==> src/rtl/fmdc_pkg.sv <==
// ----------------------------------------------------------------------------
// fmdc_pkg
// Shared types, constants and helpers of the fragment map duplicate checker.
// ----------------------------------------------------------------------------
package fmdc_pkg;

  // default map size in fragments
  localparam int MAP_FRAGS_DEF = 65536;

  // field widths
  localparam int ADDR_W  = 24;
  localparam int CNT_W   = 4;
  localparam int FPB_W   = 4;
  localparam int FSC_W   = 17;
  localparam int TOTAL_W = 32;
  localparam int WIN_W   = 16;

  // configuration port
  localparam int CFG_IDX_W  = 2;
  localparam int CFG_DATA_W = 17;

  localparam logic [CFG_IDX_W-1:0] CFG_FRAGS_PER_BLOCK  = 2'd0;
  localparam logic [CFG_IDX_W-1:0] CFG_FS_FRAG_COUNT    = 2'd1;
  localparam logic [CFG_IDX_W-1:0] CFG_SKIP_RANGE_CHECK = 2'd2;
  localparam logic [CFG_IDX_W-1:0] CFG_DUP_CHECK_OFF    = 2'd3;

  // reset values of the registers
  localparam logic [FPB_W-1:0] FPB_RST = 4'd8;
  localparam logic [FSC_W-1:0] FSC_RST = 17'h10000;

  // sequencer states
  typedef enum logic [1:0] {
    ST_CLEAR,
    ST_IDLE,
    ST_BUSY
  } state_t;

  // decoded claim, held from the read to the write back
  typedef struct packed {
    logic             bad;
    logic             whole;
    logic             mis;
    logic             par;
    logic [FPB_W-1:0] fpb;
    logic [WIN_W-1:0] mask;
  } claim_t;

  // block size: anything but 1, 2 or 4 acts as 8
  function automatic logic [FPB_W-1:0] block_size(input logic [FPB_W-1:0] fpb);
    logic [FPB_W-1:0] res;
    case (fpb)
      4'd1: res = 4'd1;
      4'd2: res = 4'd2;
      4'd4: res = 4'd4;
      default: res = 4'd8;
    endcase
    return res;
  endfunction

endpackage

==> src/rtl/fmdc_decode.sv <==
// ----------------------------------------------------------------------------
// fmdc_decode
// Turns a claim into its fragment window, bank rows and address flags.
// ----------------------------------------------------------------------------
module fmdc_decode #(
  parameter int MAP_FRAGS = fmdc_pkg::MAP_FRAGS_DEF,
  localparam int MAP_BYTES = (MAP_FRAGS + 7) / 8,
  localparam int BANK_DEPTH = (MAP_BYTES + 1) / 2,
  localparam int ROW_W = (BANK_DEPTH > 1) ? $clog2(BANK_DEPTH) : 1
) (
  input  logic [fmdc_pkg::ADDR_W-1:0] frag_addr,
  input  logic [fmdc_pkg::CNT_W-1:0]  frag_count,
  input  logic [fmdc_pkg::FPB_W-1:0]  frags_per_block,
  input  logic [fmdc_pkg::FSC_W-1:0]  fs_frag_count,
  input  logic                        skip_range_check,
  output fmdc_pkg::claim_t            claim,
  output logic [ROW_W-1:0]            even_row,
  output logic [ROW_W-1:0]            odd_row
);

  localparam logic [fmdc_pkg::ADDR_W:0] MAP_LIM = (fmdc_pkg::ADDR_W + 1)'(MAP_FRAGS);

  logic [fmdc_pkg::FPB_W-1:0]  fpb;
  logic [fmdc_pkg::FPB_W-1:0]  fpb_m1;
  logic                        whole;
  logic [fmdc_pkg::CNT_W-1:0]  len;
  logic [fmdc_pkg::ADDR_W-1:0] first;
  logic [fmdc_pkg::ADDR_W:0]   end_sum;
  logic                        range_bad;
  logic                        map_bad;
  logic [fmdc_pkg::WIN_W:0]    run_mask;
  logic [fmdc_pkg::ADDR_W-4:0] byte_idx;
  logic [fmdc_pkg::ADDR_W-3:0] byte_inc;

  // run start and length
  always_comb begin
    fpb    = fmdc_pkg::block_size(frags_per_block);
    fpb_m1 = fpb - 4'd1;
    whole  = (frag_count == fpb);
    if (whole) begin
      len   = fpb;
      first = frag_addr & ~{20'd0, fpb_m1};
    end else begin
      len   = (frag_count > 4'd8) ? 4'd8 : frag_count;
      first = frag_addr;
    end
  end

  // address bounds
  always_comb begin
    end_sum   = {1'b0, first} + (fmdc_pkg::ADDR_W + 1)'(len);
    range_bad = !skip_range_check && (frag_addr >= {7'd0, fs_frag_count});
    map_bad   = ({1'b0, frag_addr} >= MAP_LIM) || (end_sum > MAP_LIM);
  end

  // fragment window over two adjacent bytes, and the bank rows they sit in
  always_comb begin
    run_mask = (17'd1 << len) - 17'd1;
    byte_idx = first[fmdc_pkg::ADDR_W-1:3];
    byte_inc = {1'b0, byte_idx} + 22'd1;

    claim.bad   = range_bad || map_bad;
    claim.whole = whole;
    claim.mis   = whole && ((frag_addr[2:0] & fpb_m1[2:0]) != 3'd0);
    claim.par   = byte_idx[0];
    claim.fpb   = fpb;
    claim.mask  = run_mask[fmdc_pkg::WIN_W-1:0] << first[2:0];

    odd_row  = ROW_W'(byte_idx[fmdc_pkg::ADDR_W-4:1]);
    even_row = ROW_W'(byte_inc[fmdc_pkg::ADDR_W-3:1]);
  end

endmodule

==> config.mk <==
export PLATFORM = sky130hd
export DESIGN_NAME = fmdc_decode
export DESIGN_NICKNAME = d
export VERILOG_FILES = /design/src/rtl/fmdc_pkg.sv /design/src/rtl/fmdc_decode.sv
export SDC_FILE = /design/constraint.sdc
export NUM_CORES = 1
export LEC_CHECK = 0
export BUFFER_PORTS_ARGS = -buffer_cell sky130_fd_sc_hd__buf_2
export CORE_UTILIZATION = 51
export DETAILED_ROUTE_END_ITERATION = 8
export PLACE_DENSITY = 0.95
export SYNTH_ARGS = -nofsm -noshare
export SYNTH_HDL_FRONTEND = slang
export SYNTH_SLANG_ARGS = --single-unit
export TNS_END_PERCENT = 10
==> constraint.sdc <==
create_clock -name vclk -period 7.1
set_input_delay 1.42 -clock vclk [all_inputs]
set_output_delay 1.42 -clock vclk [all_outputs]
set_load 0.02 [all_outputs]
# [Yosys cells after proc, flatten, opt, wreduce, memory -nomap -nowiden]
# Index checks and enable logic that the tools add are counted.
[totals] register_bits=0 elab_cells=27
[classes] n_addsub=4 order_cmp=4 n_eq_ne=4 n_shift=2 muxes=4 bitwise=3 n_reduce_logical=6
[ops] operator="24-bit by 4-bit adder with 25-bit output" n=1
[ops] operator="25-bit by 17-bit greater-than comparator with 1-bit output (second input constant)" n=1
[ops] operator="24-bit bitwise AND" n=1
[ops] operator="24-bit by 17-bit greater-or-equal comparator with 1-bit output" n=1
[ops] operator="24-bit by 17-bit greater-or-equal comparator with 1-bit output (second input constant)" n=1
[ops] operator="24-bit two-way mux" n=1
[ops] operator="4-bit inverter with 24-bit output" n=1
[ops] operator="1-bit by 4-bit << shifter with 16-bit output (first input constant)" n=1
[ops] operator="16-bit by 3-bit << shifter with 16-bit output" n=1
[ops] operator="16-bit by 1-bit subtractor with 16-bit output (second input constant)" n=1
[ops] operator="13-bit by 1-bit adder with 13-bit output (second input constant)" n=1
[ops] operator="4-bit case mux with 3 select lines" n=1
[ops] operator="4-bit two-way mux" n=2
[ops] operator="4-bit by 1-bit == test with 1-bit output (second input constant)" n=1
[ops] operator="4-bit by 2-bit == test with 1-bit output (second input constant)" n=1
[ops] operator="4-bit by 3-bit == test with 1-bit output (second input constant)" n=1
[ops] operator="4-bit == test" n=1
[ops] operator="4-bit greater-than comparator (second input constant)" n=1
[ops] operator="4-bit by 1-bit subtractor with 4-bit output (second input constant)" n=1
[ops] operator="3-bit bitwise AND" n=1
[ops] operator="3-bit nonzero test" n=1
[ops] operator="1-bit logical AND" n=2
[ops] operator="1-bit logical OR" n=2
[ops] operator="1-bit zero test" n=1

# [Logic depth before layout (Yosys ltp)]
[logic_depth] word_depth=10 mapped_depth=18 ltp_nobuf=17

# [Worst setup path before layout]
# OpenSTA, ideal clock, no wires.
[synth_timing] kind="input port to output port" startpoint="input frags_per_block[3] in the netlist's numbering" endpoint="output claim[23] in the netlist's numbering" t_arrival_ns=4.949 required_time_ns=5.680 path_slack_ns=0.731 cell_stages=15 cell_sequence="or4b_4 -> clkinv_4 -> xnor2_1 -> o21a_2 -> nand2_1 -> o21ai_0 -> inv_2 -> ha_1 -> clkbuf_1 -> and3_1 -> o21ai_1 -> and3_4 -> or4_4 -> a221oi_2 -> a31oi_1"
[synth_lines] element="start: declaration" line="fmdc_decode.sv:13" rtl="input logic [fmdc_pkg::FPB_W-1:0] frags_per_block,"
[synth_lines] element="end: declaration" line="fmdc_decode.sv:16" rtl="output fmdc_pkg::claim_t claim,"

==> impl_metrics.xml <==
<?xml version="1.0" encoding="UTF-8"?>
<metrics>
  <group name="critical_path">
    <metric name="path_max_fanout" unit="">17</metric>
    <metric name="setup.worst_path.end_class" unit="">output pin</metric>
    <metric name="cp-start-kind" unit="">input port</metric>
    <metric name="cp_data_arrival_time" unit="ns">5.36</metric>
    <metric name="worst-endpoint-required" unit="ns">5.68</metric>
    <metric name="timing.setup.critical_path_class" unit="">input port to output pin</metric>
  </group>
  <group name="synthesis">
    <metric name="cell_type_with_the_largest_total_area_after_synthesis" unit="">ha_1</metric>
    <metric name="synth_top_cell_area_share" unit="">0.128</metric>
    <metric name="mappedNetlistArea" unit="um^2">2250</metric>
    <metric name="yosys.cell_types.count" unit="">64</metric>
    <metric name="synth.area.top_cells" unit="">ha_1, buf_4, inv_1</metric>
    <metric name="sequential_area_share_after_synthesis" unit="">0</metric>
    <metric name="synth_fp_nets" unit="">423</metric>
    <metric name="post_synth_inst_count" unit="">350</metric>
    <metric name="synth.avg_cell_area" unit="um^2">6.42</metric>
    <metric name="yosysWarningCount" unit="">0</metric>
  </group>
  <group name="clock_tree">
    <metric name="cts_hold_buf" unit="">0</metric>
    <metric name="cts_resized" unit="">0</metric>
    <metric name="post_cts_buffers" unit="">0</metric>
  </group>
  <group name="timing">
    <metric name="rsz_0062_raised_after_global_routing" unit="">no</metric>
    <metric name="final.min_clock_period" unit="ns">6.78</metric>
    <metric name="timing.setup.tns" unit="ns">0</metric>
    <metric name="timing_max_transition_violations_final" unit="">0</metric>
    <metric name="final.setup.worst_slack" unit="ns">0.323</metric>
    <metric name="maximum_achievable_frequency" unit="GHz">0.148</metric>
    <metric name="headroom_to_the_max_slew_limit" unit="">0.607</metric>
    <metric name="worst_hold_margin" unit="ns">3.15</metric>
    <metric name="finalHoldViolations" unit="">0</metric>
    <metric name="timing.final.crit_share" unit="">0.954</metric>
    <metric name="slew_at_the_pin_closest_to_its_max_slew_limit" unit="ns">0.590</metric>
    <metric name="setup-violations-final" unit="">0</metric>
  </group>
  <group name="worst_hold_path">
    <metric name="path_category_of_the_worst_min_delay_check" unit="">input port to output pin</metric>
    <metric name="whs_path_depth" unit="">2</metric>
  </group>
  <group name="die">
    <metric name="fp.dieW" unit="um">68.4</metric>
    <metric name="floorplan.core_area" unit="um^2">4120</metric>
    <metric name="die_h" unit="um">68.4</metric>
    <metric name="io_pins" unit="">98</metric>
    <metric name="start_util" unit="">0.546</metric>
    <metric name="die_area" unit="um^2">4680</metric>
    <metric name="std_cell_rows" unit="">23</metric>
  </group>
  <group name="drt">
    <metric name="detail_route.iter0.violations" unit="">188</metric>
    <metric name="routed_via_density" unit="">6.04</metric>
    <metric name="drt_first_pass_iters" unit="">4</metric>
    <metric name="vias" unit="">2814</metric>
    <metric name="drt_drc_violations_left" unit="">0</metric>
    <metric name="wirelength" unit="um">6240</metric>
    <metric name="detail-route-antenna-nets" unit="">0</metric>
    <metric name="drt-wirelength-per-cell" unit="um">13.4</metric>
  </group>
  <group name="run_status">
    <metric name="outcome" unit="">finished clean</metric>
  </group>
  <group name="layout">
    <metric name="syn2layout_area_growth" unit="%">17.3</metric>
    <metric name="mostFrequentLayoutCell" unit="">buf_2</metric>
    <metric name="share_of_final_layout_standard_cells_stronger_than_drive_strength_1" unit="">0.284</metric>
    <metric name="count_of_filler_cells_inserted_in_the_layout" unit="">395</metric>
    <metric name="clockBufferCount" unit="">0</metric>
    <metric name="layout.nets" unit="">491</metric>
    <metric name="register_cell_area_after_layout" unit="um^2">0</metric>
    <metric name="design.seq.count" unit="">0</metric>
    <metric name="antenna_cells" unit="">0</metric>
    <metric name="most_frequent_cells_in_the_layout" unit="">buf_2, inv_1, nand2_1, nor2_1</metric>
  </group>
  <group name="power_and_ir_drop">
    <metric name="seq_power_share" unit="">0</metric>
    <metric name="power.ir.vdd_worst" unit="uV">33.0</metric>
    <metric name="total_switching_power" unit="W">0.000112</metric>
    <metric name="share_comb_of_total_power" unit="">1.000</metric>
    <metric name="sw_frac_of_total" unit="">0.621</metric>
    <metric name="leakagePower" unit="nW">1.30</metric>
    <metric name="power.internal" unit="W">0.0000681</metric>
    <metric name="pwr-share-clk" unit="">0</metric>
    <metric name="cellPowerDensity" unit="nW/um^2">68.3</metric>
    <metric name="p_total" unit="W">0.000180</metric>
  </group>
  <group name="place">
    <metric name="place_hpwl" unit="um">4990</metric>
    <metric name="gpl.final_weighted_congestion" unit="">0.949</metric>
    <metric name="pre_cts_slack" unit="ns">0.401</metric>
    <metric name="port_buffers" unit="">98</metric>
  </group>
  <group name="grt">
    <metric name="grtUsageTotal" unit="">0.256</metric>
    <metric name="grt_remaining_overflow" unit="">0</metric>
    <metric name="grt_start_max_net_pins" unit="">32</metric>
    <metric name="initial_antenna_violation_count" unit="">0</metric>
    <metric name="vias_in_the_first_global_route" unit="">2313</metric>
    <metric name="grt_pass1_wl" unit="um">9600</metric>
  </group>
  <group name="run">
    <metric name="max-cap-violations" unit="">0</metric>
  </group>
</metrics>
final cells by class:
class,count,area (um^2),area share
tap,50,62.6,0.0237
multi-input combinational,278,1910,0.724
timing repair buffer,103,528,0.200
inverter,35,136,0.0518
metal layers:
| metal | up-vias | routed length [um] | track usage |
|---|---|---|---|
| li1 | 1402 | - | - |
| met1 | 1261 | 2700 | 0.334 |
| met2 | 139 | 3060 | 0.453 |
| met3 | 12 | 432 | 0.0150 |
| met4 | 0 | 48 | 0.0573 |
| met5 | - | 0 | 0 |
cells by family (layout without fill, tap and decap cells):
group	Yosys count	in the layout	synth area share
AND/OR/NAND/NOR	123	123	0.297
buffers and inverters	72	138	0.151
multiplexers	8	8	0.0356
XOR/XNOR	19	19	0.0741
adder cells (fa/ha/maj)	24	24	0.133
AO/OA/AOI/OAI	104	104	0.310
power by group through the flow:
stage,Clock [W],Sequential (W),Combinational (W)
floorplan,0,0,0.000127
global placement,0,0,0.000174
detailed placement,0,0,0.000178
CTS,0,0,0.000179
global route,0,0,0.000199
finish,0,0,0.000180
synth_stat cells, types with 3 or more instances:
cell,n
inv_1,32
nand2_1,25
nor2_1,25
a21oi_1,23
ha_1,23
o21ai_0,21
clkbuf_1,18
buf_4,16
nor3_1,16
xnor2_1,12
nand3_1,11
mux2i_1,8
nand4_1,8
a211oi_1,7
xor2_1,7
a21o_1,5
a31oi_1,5
and3_1,5
nor4_1,5
nand2b_1,4
nor2b_1,4
o211ai_1,4
o22ai_1,4
o31ai_1,4
a21boi_0,3
o21a_1,3
or2_2,3
per-stage QoR:
stage / cell area [um^2] / instances / utilization
2_1_floorplan: 2250 / 350 / -
3_3_place_gp: 2640 / 466 / 0.640
6_report: 2640 / 466 / 0.640
5_1_grt: 2640 / 466 / 0.640
3_5_place_dp: 2640 / 466 / 0.640
4_1_cts: 2640 / 466 / 0.640
worst max-delay path, cell delays in order:
cell	delay, ns
buf_2	0.13
or4b_4	0.59
clkinv_4	0.09
nor4_2	0.05
or2_2	0.35
a31o_2	0.37
inv_2	0.22
ha_1	0.34
ha_1	0.28
a2111oi_0	0.31
o2111ai_1	0.17
a221oi_1	0.26
nand4_1	0.13
nor4_1	0.35
a31oi_1	0.13
buf_2	0.18
final timing paths:
path,end,slack [ns],startpoint
setup / recovery,claim[23],0.32,frags_per_block[3]
hold / removal,odd_row[5],3.15,frag_addr[9]
No activity file was read; power rests on OpenSTA's default activity.
